--- config.mk ---
export PLATFORM = sky130hd
export DESIGN_NAME = line_raster_pixel_generator_core
export DESIGN_NICKNAME = d
export VERILOG_FILES = /design/src/rtl/lrpg_pkg.sv /design/src/rtl/lrpg_step.sv /design/src/rtl/lrpg_pixel.sv /design/src/rtl/line_raster_pixel_generator_core.sv
export SDC_FILE = /design/constraint.sdc
export NUM_CORES = 1
export LEC_CHECK = 0
export BUFFER_PORTS_ARGS = -buffer_cell sky130_fd_sc_hd__buf_2
export CAP_MARGIN = 20
export CORE_ASPECT_RATIO = 0.5
export CORE_MARGIN = 2
export CORE_UTILIZATION = 25
export DETAILED_ROUTE_END_ITERATION = 12
export SYNTH_ARGS = -nofsm -noshare
export SYNTH_HDL_FRONTEND = slang
export SYNTH_SLANG_ARGS = --single-unit
--- constraint.sdc ---
create_clock -name clk -period 14.85 [get_ports clk]
set_input_delay 2.97 -clock clk [delete_from_list [all_inputs] [get_ports clk]]
set_output_delay 2.97 -clock clk [all_outputs]
set_load 0.05 [all_outputs]
--- src/rtl/lrpg_pkg.sv ---
package lrpg_pkg;

  // Default coordinate width of the endpoints and emitted points.
  localparam int COORD_BITS_DEFAULT = 16;

  // Canvas registers, color and framebuffer index widths.
  localparam int REG_BITS   = 13;
  localparam int COLOR_BITS = 32;
  localparam int INDEX_BITS = 24;
  localparam int CFG_ADDR_BITS = 1;

  localparam logic [REG_BITS-1:0] CANVAS_WIDTH_RESET  = 13'd960;
  localparam logic [REG_BITS-1:0] CANVAS_HEIGHT_RESET = 13'd640;

  // Configuration register indexes.
  typedef enum logic [CFG_ADDR_BITS-1:0] {
    REG_CANVAS_WIDTH  = 1'b0,
    REG_CANVAS_HEIGHT = 1'b1
  } cfg_reg_t;

  // Input item kinds carried in the slave-side tuser.
  typedef enum logic {
    ACT_START = 1'b0,
    ACT_STEP  = 1'b1
  } action_t;

  // Handshake between the stepping stage and the pixel stage.
  typedef struct packed {
    logic valid;
    logic last;
  } pt_flags_t;

endpackage

--- src/rtl/lrpg_step.sv ---
module lrpg_step #(
  parameter int CB = 16
) (
  input  logic                            clk,
  input  logic                            rst,
  input  logic                            in_valid,
  output logic                            in_ready,
  input  logic                            in_action,
  input  logic signed [CB-1:0]            in_x0,
  input  logic signed [CB-1:0]            in_y0,
  input  logic signed [CB-1:0]            in_x1,
  input  logic signed [CB-1:0]            in_y1,
  input  logic [lrpg_pkg::COLOR_BITS-1:0] in_color,
  input  logic                            pt_take,
  output lrpg_pkg::pt_flags_t             pt_flags,
  output logic signed [CB-1:0]            pt_x,
  output logic signed [CB-1:0]            pt_y,
  output logic [lrpg_pkg::COLOR_BITS-1:0] pt_color
);
  import lrpg_pkg::*;

  logic signed [CB-1:0]   cur_x, cur_y, target_x, target_y;
  logic [CB-1:0]          abs_dx;
  logic signed [CB:0]     neg_abs_dy;
  logic                   step_x_negative, step_y_negative;
  logic signed [CB+1:0]   error_term;
  logic [COLOR_BITS-1:0]  held_color;
  logic                   line_active;

  logic signed [CB-1:0]   cur_x_next, cur_y_next, target_x_next, target_y_next;
  logic [CB-1:0]          abs_dx_next;
  logic signed [CB:0]     neg_abs_dy_next;
  logic                   step_x_negative_next, step_y_negative_next;
  logic signed [CB+1:0]   error_term_next;
  logic [COLOR_BITS-1:0]  held_color_next;

  logic                   accept, is_start, produce, last_next;
  logic signed [CB:0]     dx, dy;
  logic signed [CB+2:0]   doubled, neg_wide, abs_wide;
  logic                   move_x, move_y;

  assign in_ready = !pt_flags.valid || pt_take;
  assign accept   = in_valid && in_ready;
  assign is_start = (action_t'(in_action) == ACT_START);
  assign produce  = accept && (is_start || line_active);

  assign dx = {in_x1[CB-1], in_x1} - {in_x0[CB-1], in_x0};
  assign dy = {in_y1[CB-1], in_y1} - {in_y0[CB-1], in_y0};

  // Doubled error is tested before either correction is applied.
  assign doubled  = {error_term, 1'b0};
  assign neg_wide = {{2{neg_abs_dy[CB]}}, neg_abs_dy};
  assign abs_wide = $signed({3'b000, abs_dx});
  assign move_x   = (doubled >= neg_wide);
  assign move_y   = (doubled <= abs_wide);

  always_comb begin
    cur_x_next           = cur_x;
    cur_y_next           = cur_y;
    target_x_next        = target_x;
    target_y_next        = target_y;
    abs_dx_next          = abs_dx;
    neg_abs_dy_next      = neg_abs_dy;
    step_x_negative_next = step_x_negative;
    step_y_negative_next = step_y_negative;
    error_term_next      = error_term;
    held_color_next      = held_color;
    if (is_start) begin
      cur_x_next           = in_x0;
      cur_y_next           = in_y0;
      target_x_next        = in_x1;
      target_y_next        = in_y1;
      abs_dx_next          = dx[CB] ? CB'(-dx) : dx[CB-1:0];
      neg_abs_dy_next      = dy[CB] ? dy : -dy;
      step_x_negative_next = !(dx > 0);
      step_y_negative_next = !(dy > 0);
      error_term_next      = $signed({2'b00, abs_dx_next})
                             + {neg_abs_dy_next[CB], neg_abs_dy_next};
      held_color_next      = in_color;
    end else begin
      error_term_next = error_term
                        + (move_x ? neg_wide[CB+1:0] : '0)
                        + (move_y ? abs_wide[CB+1:0] : '0);
      if (move_x) begin
        cur_x_next = step_x_negative ? cur_x - 1'b1 : cur_x + 1'b1;
      end
      if (move_y) begin
        cur_y_next = step_y_negative ? cur_y - 1'b1 : cur_y + 1'b1;
      end
    end
  end

  assign last_next = (cur_x_next == target_x_next) && (cur_y_next == target_y_next);

  always_ff @(posedge clk) begin
    if (rst) begin
      cur_x           <= '0;
      cur_y           <= '0;
      target_x        <= '0;
      target_y        <= '0;
      abs_dx          <= '0;
      neg_abs_dy      <= '0;
      step_x_negative <= 1'b0;
      step_y_negative <= 1'b0;
      error_term      <= '0;
      held_color      <= '0;
      line_active     <= 1'b0;
      pt_flags        <= '0;
    end else begin
      if (produce) begin
        cur_x           <= cur_x_next;
        cur_y           <= cur_y_next;
        target_x        <= target_x_next;
        target_y        <= target_y_next;
        abs_dx          <= abs_dx_next;
        neg_abs_dy      <= neg_abs_dy_next;
        step_x_negative <= step_x_negative_next;
        step_y_negative <= step_y_negative_next;
        error_term      <= error_term_next;
        held_color      <= held_color_next;
        line_active     <= !last_next;
        pt_flags.valid  <= 1'b1;
        pt_flags.last   <= last_next;
      end else if (pt_take) begin
        pt_flags.valid  <= 1'b0;
      end
    end
  end

  always_ff @(posedge clk) begin
    if (produce) begin
      pt_x     <= cur_x_next;
      pt_y     <= cur_y_next;
      pt_color <= held_color_next;
    end
  end

`ifndef SYNTHESIS
  a_start_emits: assert property (@(posedge clk) disable iff (rst)
    accept && is_start |=> pt_flags.valid)
    else $error("start beat did not produce a point");
  a_last_ends_line: assert property (@(posedge clk) disable iff (rst)
    $past(produce) && pt_flags.last |-> !line_active)
    else $error("line still active after its last point");
  a_idle_step_silent: assert property (@(posedge clk) disable iff (rst)
    accept && !is_start && !line_active |=> !pt_flags.valid)
    else $error("step without an active line produced a point");
`endif

endmodule

--- src/rtl/lrpg_pixel.sv ---
module lrpg_pixel #(
  parameter int CB = 16
) (
  input  logic                            clk,
  input  logic                            rst,
  input  logic [lrpg_pkg::REG_BITS-1:0]   canvas_width,
  input  logic [lrpg_pkg::REG_BITS-1:0]   canvas_height,
  input  lrpg_pkg::pt_flags_t             pt_flags,
  input  logic signed [CB-1:0]            pt_x,
  input  logic signed [CB-1:0]            pt_y,
  input  logic [lrpg_pkg::COLOR_BITS-1:0] pt_color,
  output logic                            pt_take,
  output logic                            out_valid,
  input  logic                            out_ready,
  output logic signed [CB-1:0]            out_x,
  output logic signed [CB-1:0]            out_y,
  output logic                            out_inside,
  output logic [lrpg_pkg::INDEX_BITS-1:0] out_index,
  output logic [lrpg_pkg::COLOR_BITS-1:0] out_color,
  output logic                            out_last
);
  import lrpg_pkg::*;

  localparam int WW = CB + REG_BITS;

  logic [WW-1:0]           x_wide, y_wide;
  logic                    pt_on_canvas;
  logic [2*REG_BITS-1:0]   row_base;
  logic [2*REG_BITS:0]     index_full;

  assign x_wide = WW'(unsigned'(pt_x));
  assign y_wide = WW'(unsigned'(pt_y));

  assign pt_on_canvas = !pt_x[CB-1] && !pt_y[CB-1]
                        && (x_wide < WW'(canvas_width))
                        && (y_wide < WW'(canvas_height));

  // Inside the canvas both coordinates fit the register width.
  assign row_base   = y_wide[REG_BITS-1:0] * canvas_width;
  assign index_full = {1'b0, row_base} + (2*REG_BITS+1)'(x_wide[REG_BITS-1:0]);

  assign pt_take = !out_valid || out_ready;

  always_ff @(posedge clk) begin
    if (rst) begin
      out_valid <= 1'b0;
    end else if (pt_take) begin
      out_valid <= pt_flags.valid;
    end
  end

  always_ff @(posedge clk) begin
    if (pt_take && pt_flags.valid) begin
      out_x      <= pt_x;
      out_y      <= pt_y;
      out_inside <= pt_on_canvas;
      out_index  <= pt_on_canvas ? index_full[INDEX_BITS-1:0] : '0;
      out_color  <= pt_color;
      out_last   <= pt_flags.last;
    end
  end

`ifndef SYNTHESIS
  a_outside_zero: assert property (@(posedge clk) disable iff (rst)
    out_valid && !out_inside |-> out_index == '0)
    else $error("outside point carries a nonzero index");
  a_inside_nonneg: assert property (@(posedge clk) disable iff (rst)
    out_valid && out_inside |-> !out_x[CB-1] && !out_y[CB-1])
    else $error("negative coordinate flagged inside the canvas");
  a_hold_stalled: assert property (@(posedge clk) disable iff (rst)
    out_valid && !out_ready |=> out_valid && $stable(out_x) && $stable(out_y))
    else $error("stalled point changed");
`endif

endmodule

--- src/rtl/line_raster_pixel_generator_core.sv ---
// Channel   | Beat contents                                          | Handshake
// s_axis    | tdata: start_x, start_y, end_x, end_y, line_color      | s_tvalid/s_tready
//           | tuser: action (0 start, 1 step)                        |
// m_axis    | tdata: pixel_x, pixel_y, pixel_index, pixel_color      | m_tvalid/m_tready
//           | tuser: in_canvas, tlast: last_point                    |
// cfg       | canvas_width (index 0), canvas_height (index 1)        | cfg_wr_en
//
// The block takes one beat per clock unless the master side stalls, and emits
// at most one pixel per beat. A pixel reaches the master side through two
// registered stages: the stepping stage updates the Bresenham state, the pixel
// stage clips the point and forms y*width+x with one 13x13 multiply. A stall
// on the master side backs up through the two stages; each stage refills as
// soon as it drains. Reset clears all line state and valids and restores a 960x640 canvas.
module line_raster_pixel_generator_core #(
  parameter int COORD_BITS = lrpg_pkg::COORD_BITS_DEFAULT,
  localparam int IN_W  = ((4 * COORD_BITS + lrpg_pkg::COLOR_BITS + 7) / 8) * 8,
  localparam int OUT_W = ((2 * COORD_BITS + lrpg_pkg::INDEX_BITS
                           + lrpg_pkg::COLOR_BITS + 7) / 8) * 8
) (
  input  logic                               clk,
  input  logic                               rst,
  input  logic                               s_tvalid,
  output logic                               s_tready,
  // start_x, start_y, end_x, end_y, line_color, zero pad
  input  logic [IN_W-1:0]                    s_tdata,
  // action
  input  logic                               s_tuser,
  output logic                               m_tvalid,
  input  logic                               m_tready,
  // pixel_x, pixel_y, pixel_index, pixel_color, zero pad
  output logic [OUT_W-1:0]                   m_tdata,
  // in_canvas
  output logic                               m_tuser,
  output logic                               m_tlast,
  input  logic                               cfg_wr_en,
  input  logic [lrpg_pkg::CFG_ADDR_BITS-1:0] cfg_addr,
  input  logic [lrpg_pkg::REG_BITS-1:0]      cfg_data
);
  import lrpg_pkg::*;

  localparam int CB = COORD_BITS;

  logic [REG_BITS-1:0]   canvas_width, canvas_height;
  pt_flags_t             pt_flags;
  logic signed [CB-1:0]  pt_x, pt_y, out_x, out_y;
  logic [COLOR_BITS-1:0] pt_color, out_color;
  logic [INDEX_BITS-1:0] out_index;
  logic                  pt_take;

  // Canvas registers; the user must write them only while no line is in flight, the block does not enforce this.
  always_ff @(posedge clk) begin
    if (rst) begin
      canvas_width  <= CANVAS_WIDTH_RESET;
      canvas_height <= CANVAS_HEIGHT_RESET;
    end else if (cfg_wr_en) begin
      case (cfg_reg_t'(cfg_addr))
        REG_CANVAS_WIDTH:  canvas_width  <= cfg_data;
        REG_CANVAS_HEIGHT: canvas_height <= cfg_data;
        default: ;
      endcase
    end
  end

  lrpg_step #(.CB(CB)) u_step (
    .clk      (clk),
    .rst      (rst),
    .in_valid (s_tvalid),
    .in_ready (s_tready),
    .in_action(s_tuser),
    .in_x0    (s_tdata[CB-1:0]),
    .in_y0    (s_tdata[2*CB-1:CB]),
    .in_x1    (s_tdata[3*CB-1:2*CB]),
    .in_y1    (s_tdata[4*CB-1:3*CB]),
    .in_color (s_tdata[4*CB+COLOR_BITS-1:4*CB]),
    .pt_take  (pt_take),
    .pt_flags (pt_flags),
    .pt_x     (pt_x),
    .pt_y     (pt_y),
    .pt_color (pt_color)
  );

  lrpg_pixel #(.CB(CB)) u_pixel (
    .clk          (clk),
    .rst          (rst),
    .canvas_width (canvas_width),
    .canvas_height(canvas_height),
    .pt_flags     (pt_flags),
    .pt_x         (pt_x),
    .pt_y         (pt_y),
    .pt_color     (pt_color),
    .pt_take      (pt_take),
    .out_valid    (m_tvalid),
    .out_ready    (m_tready),
    .out_x        (out_x),
    .out_y        (out_y),
    .out_inside   (m_tuser),
    .out_index    (out_index),
    .out_color    (out_color),
    .out_last     (m_tlast)
  );

  assign m_tdata = OUT_W'({out_color, out_index, out_y, out_x});

endmodule

==> reports/results.ini, run 1 <==
[critical_path]
path_cells=buf_2, ha_1, inv_1, fa_1, a21o_1, a21oi_1, o21ai_0, a2111o_1, a31oi_1, o21ai_0, o21ai_1, nor2_1, xnor2_1, ha_1, a21oi_1, o21bai_1, a211o_1, nand3_1, nand4_1, o211a_1, a311o_1, a211o_1, nand3_1, a221oi_1
end_kind=register
crit_fanout=10
worstPathRequired_ns=15.25
startpoint_type=input port
path_class=input port to register
slowest_stage=o21ai_1
max_stage_delay_ns=0.61
critPathArrivalTime_ns=8.58

[yosys]
yosys.area.top_type=edfxtp_1
synth_area_um2=26000
syn_area_per_cell_um2=8.96
synth_edf_count=154
yosysMostFrequentCell=nand2_1
syn_inst=2900
ys_ff_latch=333
syn_nets=3398
synth_top_area_share_pct=17.8
synth_commonest_cells=nand2_1 (432), inv_1 (347), a21oi_1 (234)
synthArstFlopShare_pct=0
yosysSeqAreaShare_pct=31.6
ys_warn_count=0
ys.flop_type=dfxtp_1
synth.area.top_cells=edfxtp_1 (18%), dfxtp_1 (14%), fa_1 (12%), ha_1 (11%), nand2_1 (6.2%)
ys_types=91

[clock_tree]
cts_tree=done
insertion_delay_ns=0.57
clk_pin_slew_ns=0.07
ctsHoldBuffers=0
cts_buffer_depth=3
cts_resized=0
cts_setup_buffers=0
htreeDepth=2
clkSinkCount=333
cts_inserted_buffers=40
cts-root-buf=clkbuf_16

[power]
power.internal_w=0.00234
p_sw_share_pct=40.8
power_switching_w=0.00162
leakage_nw=12.8
peakVddDrop_mv=0.0821
p_total_w=0.00396
power.density_nw_per_um2=133
pwr-share-comb_pct=48.3
seqPwrFrac_pct=27.4
clockPowerShare_pct=24.3

[floorplan]
dieArea_um2=107000
num_rows=83
fp.dieH_um=232
initial_core_util_pct=25.3
coreArea_um2=103000
ioPinCount=208
die_w_um=460

[timing]
period_minus_slack_ns=8.18
drv_slew=0
max_clock_freq_ghz=0.122
period_share_pct=55.1
fin_ws_ns=6.67
maxSlewHeadroom_pct=28.2
clock_skew_ns=0.0164
report.final.setup_viol=0
tns_ns=0
whs_ns=0.417
rsz0062_at_grt=no
worst_pin_slew_ns=1.08
hold_violations=0

[finish]
drive_gt1_share_pct=11.5
area_delta_synth_final_pct=14.6
final_cell_count_no_fill=4459
fillCellCount=10900
layout.nets=3553
multi_input_area_um2=16100
regArea_um2=8210

[route]
totalWireLength_um=78200
viasPerCell=4.78
drt_iter0_markers=1420
wl_per_cell_um=17.5
drc=0
drtAntennaViolNets=0
num_vias=21300
drt_pass1_iterations=7

[outcome]
status=completed

[grt]
gr-total-overflow=0
grt_pass1_wl_um=121000
grt_usage_pct=14.3
grt_max_degree=86
grt_pass1_vias=21200
antenna_found_initial=15

[placed_design]
preCtsSetupSlack_ns=6.09
dp.cells=4371
finalWeightedCongestion=0.901
dp_hpwl_um=60000
port_buffers=207

[job]
max_cap_viol_count=0

[min_path]
hold_class=register to register

## logic make-up after synthesis
family	share of synthesized area (%)
and+or+nand+nor	16.1
AOI/OAI and AO/OA	15.2
buffers and inverters	6.74
adders and majority gates	22.7
DFF	31.6
xor gates and xnor gates	5.22
muxes	2.42
## worst paths after layout
kind | from | endpoint | depth (start not counted) | slack (ns)
min | u_step.pt_color[31] | u_pixel.out_color[31] | 0 | 0.42
max | s_tdata[16] | u_step.error_term[15] | 24 | 6.67
min reg2reg | u_step.pt_color[31] | u_pixel.out_color[31] | 0 | 0.42
max reg2reg | u_step.pt_y[7] | u_pixel.out_index[23] | 23 | 7.76
## cell usage in the layout (no fill, tap or decap), drive strengths merged, types with 56 or more instances in the layout
master    n
a21oi   235
and2    112
buf     228
clkbuf   56
dfxtp   179
edfxtp  154
fa      151
ha      231
inv     350
nand2   433
nor2    148
o21ai    72
xnor2   106
## metal layers
| metal | routed length [um] | share of wire (%) | track usage (%) |
|---|---|---|---|
| met1 | 33500 | 43 | 17.8 |
| met5 | 0 | 0 | 0 |
| met2 | 38300 | 49 | 24.9 |
| met4 | 3290 | 4.2 | 6.49 |
| met3 | 3200 | 4.1 | 1.67 |
## final cells by class
cell class	instances	share of cell area [%]
Timing Repair Buffer	228	4.02
Tap cell	1360	5.71
Antenna cell	14	0.118
Multi-Input combinational cell	2103	53.9
Clock inverter	16	0.428
Sequential cell	333	27.6
Inverter	349	4.41
Clock buffer	56	3.81
## through the flow
step,utilization (%),instance area (um2)
after global placement,27.7,28500
final,29.0,29800
after detailed placement,27.7,28500
after CTS,28.9,29700
after global routing,29.0,29800
after floorplan,-,26000
## worst max-delay path, delay by kind of cell
kind / cells / cell delay, ns
AND/OR/NAND/NOR: 4 / 0.39
XOR/XNOR: 1 / 0.27
adder cells (fa/ha/maj): 3 / 0.91
AO/OA/AOI/OAI: 14 / 3.80
buffers and inverters: 2 / 0.23
## power groups by stage
stage / logic [W] / registers [W] / clock network [W]
after detailed placement: 0.00189 / 0.00110 / 0
after floorplan: 0.00142 / 0.00110 / 0
after CTS: 0.00191 / 0.00108 / 0.000982
final: 0.00191 / 0.00108 / 0.000962
after global routing: 0.00216 / 0.00109 / 0.00102
after global placement: 0.00185 / 0.00110 / 0
## sequential cells by signal, summed over array words and instances, names as in the netlist, 17 cells and up
signal and count:
u_step.neg_abs_dy 17, u_step.pt_color 32, u_step.error_term 18, u_step.held_color 32
u_pixel.out_index 24, u_pixel.out_color 32
(Power assumes the default switching activity.)
==> inputs of run 2 (changes only) <==
==> constraint.sdc (replaced) <==
create_clock -name clk -period 7 [get_ports clk]
set_input_delay 1.4 -clock clk [delete_from_list [all_inputs] [get_ports clk]]
set_output_delay 1.4 -clock clk [all_outputs]
set_load 0.05 [all_outputs]
==> reports/results.ini, run 2 (synthesized netlist as in run 1, its figures left out) <==
[outcome]
status=completed  ; unchanged

[route]
wl_per_cell_um=17.4  ; was 17.5 um
viasPerCell=4.75  ; was 4.78
num_vias=21300  ; about the same
totalWireLength_um=77700  ; was 78200 um
drt_iter0_markers=1392  ; was 1420
drc=0  ; unchanged
drt_pass1_iterations=5  ; was 7
drtAntennaViolNets=0  ; unchanged

[critical_path]
worstPathRequired_ns=7.31  ; was 15.25 ns
slowest_stage=fa_1  ; was o21ai_1
startpoint_type=register  ; was input port
max_stage_delay_ns=0.53  ; was 0.61 ns
r2r_setup_slack_ns=0.33  ; was 7.76 ns
crit_fanout=6  ; was 10
end_kind=register  ; unchanged
rr_worst_depth=22  ; was 23
path_cells=and2_1, fa_1, inv_1, fa_1, inv_1, fa_1, fa_1, fa_1, inv_1, fa_1, inv_1, ha_1, a21o_1, a2111oi_0, o31ai_1, nand3_1, a21oi_1, o41a_1, a211o_1, o31ai_1, xor2_1, nor2_1  ; was buf_2, ha_1, inv_1, fa_1, a21o_1, a21oi_1, o21ai_0, a2111o_1, a31oi_1, o21ai_0, o21ai_1, nor2_1, xnor2_1, ha_1, a21oi_1, o21bai_1, a211o_1, nand3_1, nand4_1, o211a_1, a311o_1, a211o_1, nand3_1, a221oi_1
r2r_end=u_pixel.out_index[22]  ; was u_pixel.out_index[23]
cp_common_cell=fa_1
critPathArrivalTime_ns=6.98  ; was 8.58 ns
path_class=register to register  ; was input port to register
crit_start=u_step.pt_y[8]  ; was s_tdata[16]
rr_startpoint=u_step.pt_y[8]  ; was u_step.pt_y[7]

[grt]
grt_pass1_vias=21200  ; about the same
grt_max_degree=99  ; was 86
grt_usage_pct=14.2  ; was 14.3%
antenna_found_initial=10  ; was 15
gr-total-overflow=0  ; unchanged
grt_pass1_wl_um=120000  ; was 121000 um

[clock_tree]
insertion_delay_ns=0.58  ; was 0.57 ns
cts_inserted_buffers=38  ; was 40
ctsHoldBuffers=0  ; unchanged
clk_pin_slew_ns=0.06  ; was 0.07 ns
cts_tree=done  ; unchanged
clkSinkCount=333  ; unchanged
htreeDepth=2  ; unchanged
cts-root-buf=clkbuf_16  ; unchanged
cts_setup_buffers=0  ; unchanged
cts_buffer_depth=3  ; unchanged

[finish]
area_delta_synth_final_pct=15.1  ; was 14.6%
fillCellCount=10800  ; was 10900
multi_input_area_um2=16100  ; about the same
top_regs=u_pixel.out_color (32), u_step.held_color (32), u_step.pt_color (32)  ; unchanged
drive_gt1_share_pct=12.2  ; was 11.5%
layout_commonest_cell=nand2_1  ; unchanged
final_cell_mix=nand2_1 (431), inv_1 (347), a21oi_1 (234)  ; unchanged
regArea_um2=8210  ; unchanged
layout.nets=3579  ; was 3553

[placed_design]
dp_hpwl_um=60400  ; was 60000 um
port_buffers=207  ; unchanged
finalWeightedCongestion=0.901  ; about the same

[floorplan]
ioPinCount=208  ; unchanged
coreArea_um2=103000  ; unchanged
dieArea_um2=107000  ; unchanged
initial_core_util_pct=25.3  ; unchanged
die_w_um=460  ; unchanged
fp.dieH_um=232  ; unchanged
num_rows=83  ; unchanged

[power]
power.density_nw_per_um2=279  ; was 133 nW/um2
power_switching_w=0.00339  ; was 0.00162 W
leakage_nw=12.9  ; was 12.8 nW
peakVddDrop_mv=0.212  ; was 0.0821 mV
clockPowerShare_pct=23.8  ; was 24.3%
seqPwrFrac_pct=27.2  ; was 27.4%
p_total_w=0.00834  ; was 0.00396 W
power.internal_w=0.00494  ; was 0.00234 W
pwr-share-comb_pct=48.9  ; was 48.3%
p_sw_share_pct=40.7  ; was 40.8%

[min_path]
holdPathEnd=u_pixel.out_color[20]  ; was u_pixel.out_color[31]
hold_class=register to register  ; unchanged
min_delay_path_depth=0  ; unchanged
holdCritStartpoint=u_step.pt_color[20]  ; was u_step.pt_color[31]

[timing]
max_clock_freq_ghz=0.150
period_minus_slack_ns=6.67
clock_skew_ns=0.0332  ; was 0.0164 ns
drv_slew=0  ; unchanged
hold_violations=0  ; unchanged
period_share_pct=95.3
whs_ns=0.418  ; was 0.417 ns
report.final.setup_viol=0  ; unchanged
worst_pin_slew_ns=1.04  ; was 1.08 ns
maxSlewHeadroom_pct=29.7  ; was 28.2%

[job]
max_cap_viol_count=0  ; unchanged

-- run 2: metal layers --
metal  up-vias  GRT usage (%)  share of wire [%]  wire (um)
met5         -              0                  0          0
met4         0           5.28                3.2       2520
met3       113           1.81                4.6       3580
met2       566           25.3                 50      38700
met1     10300           17.5                 42      32900
li1      10200              -                  -          -
-- run 2: worst max-delay path by stage --
stage          cells after the start                     to  slack, ns
6_report                          22  u_pixel.out_index[22]       0.33
4_1_cts                           21  u_pixel.out_index[23]       0.23
2_1_floorplan                     24  u_pixel.out_index[23]       0.57
3_5_place_dp                      27  u_step.error_term[16]       0.22
5_1_grt                           21  u_pixel.out_index[23]     -0.001
3_3_place_gp                      27  u_step.error_term[16]       0.37
-- run 2: area by class of cell --
type / count / share of cell area (%)
inverter: 349 / 4.39
multi-input combinational: 2103 / 53.7
sequential: 333 / 27.4
clock buffer: 51 / 3.37
antenna: 8 / 0.0669
tap: 1360 / 5.69
clock inverter: 17 / 0.610
timing repair buffer: 256 / 4.75
-- run 2: power by group through the flow --
stage | Sequential [W] | Combinational [W] | Clock, W
6_report | 0.00227 | 0.00408 | 0.00199
3_5_place_dp | 0.00231 | 0.00403 | 0
2_1_floorplan | 0.00232 | 0.00301 | 0
4_1_cts | 0.00227 | 0.00407 | 0.00203
5_1_grt | 0.00228 | 0.00458 | 0.00211
3_3_place_gp | 0.00231 | 0.00394 | 0
-- run 2: per-stage QoR --
step	TNS, ns	std cells	setup WS (ns)	util, %	instance area, um2
after floorplan	0	2900	0.570	-	26000
after global placement	0	4400	0.369	27.9	28700
after detailed placement	0	4400	0.224	27.9	28700
after CTS	0	4468	0.231	29.1	29900
after global routing	-0.00142	4477	-0.00142	29.1	29900
final	0	4477	0.331	29.1	29900
-- run 2: critical path, delay by kind of cell, from the launching register on --
family | cells | cell delay [ns]
fa+ha+maj | 7 | 3.32
compound gates | 7 | 1.74
flops | 1 | 0.51
simple gates | 3 | 0.45
buf+inv | 4 | 0.20
xor+xnor | 1 | 0.18
-- run 2: repair_timing --
item,CTS,global route
endpoints found under the hold margin,0,0
resized for setup,0,1
endpoints found under the setup margin,0,2
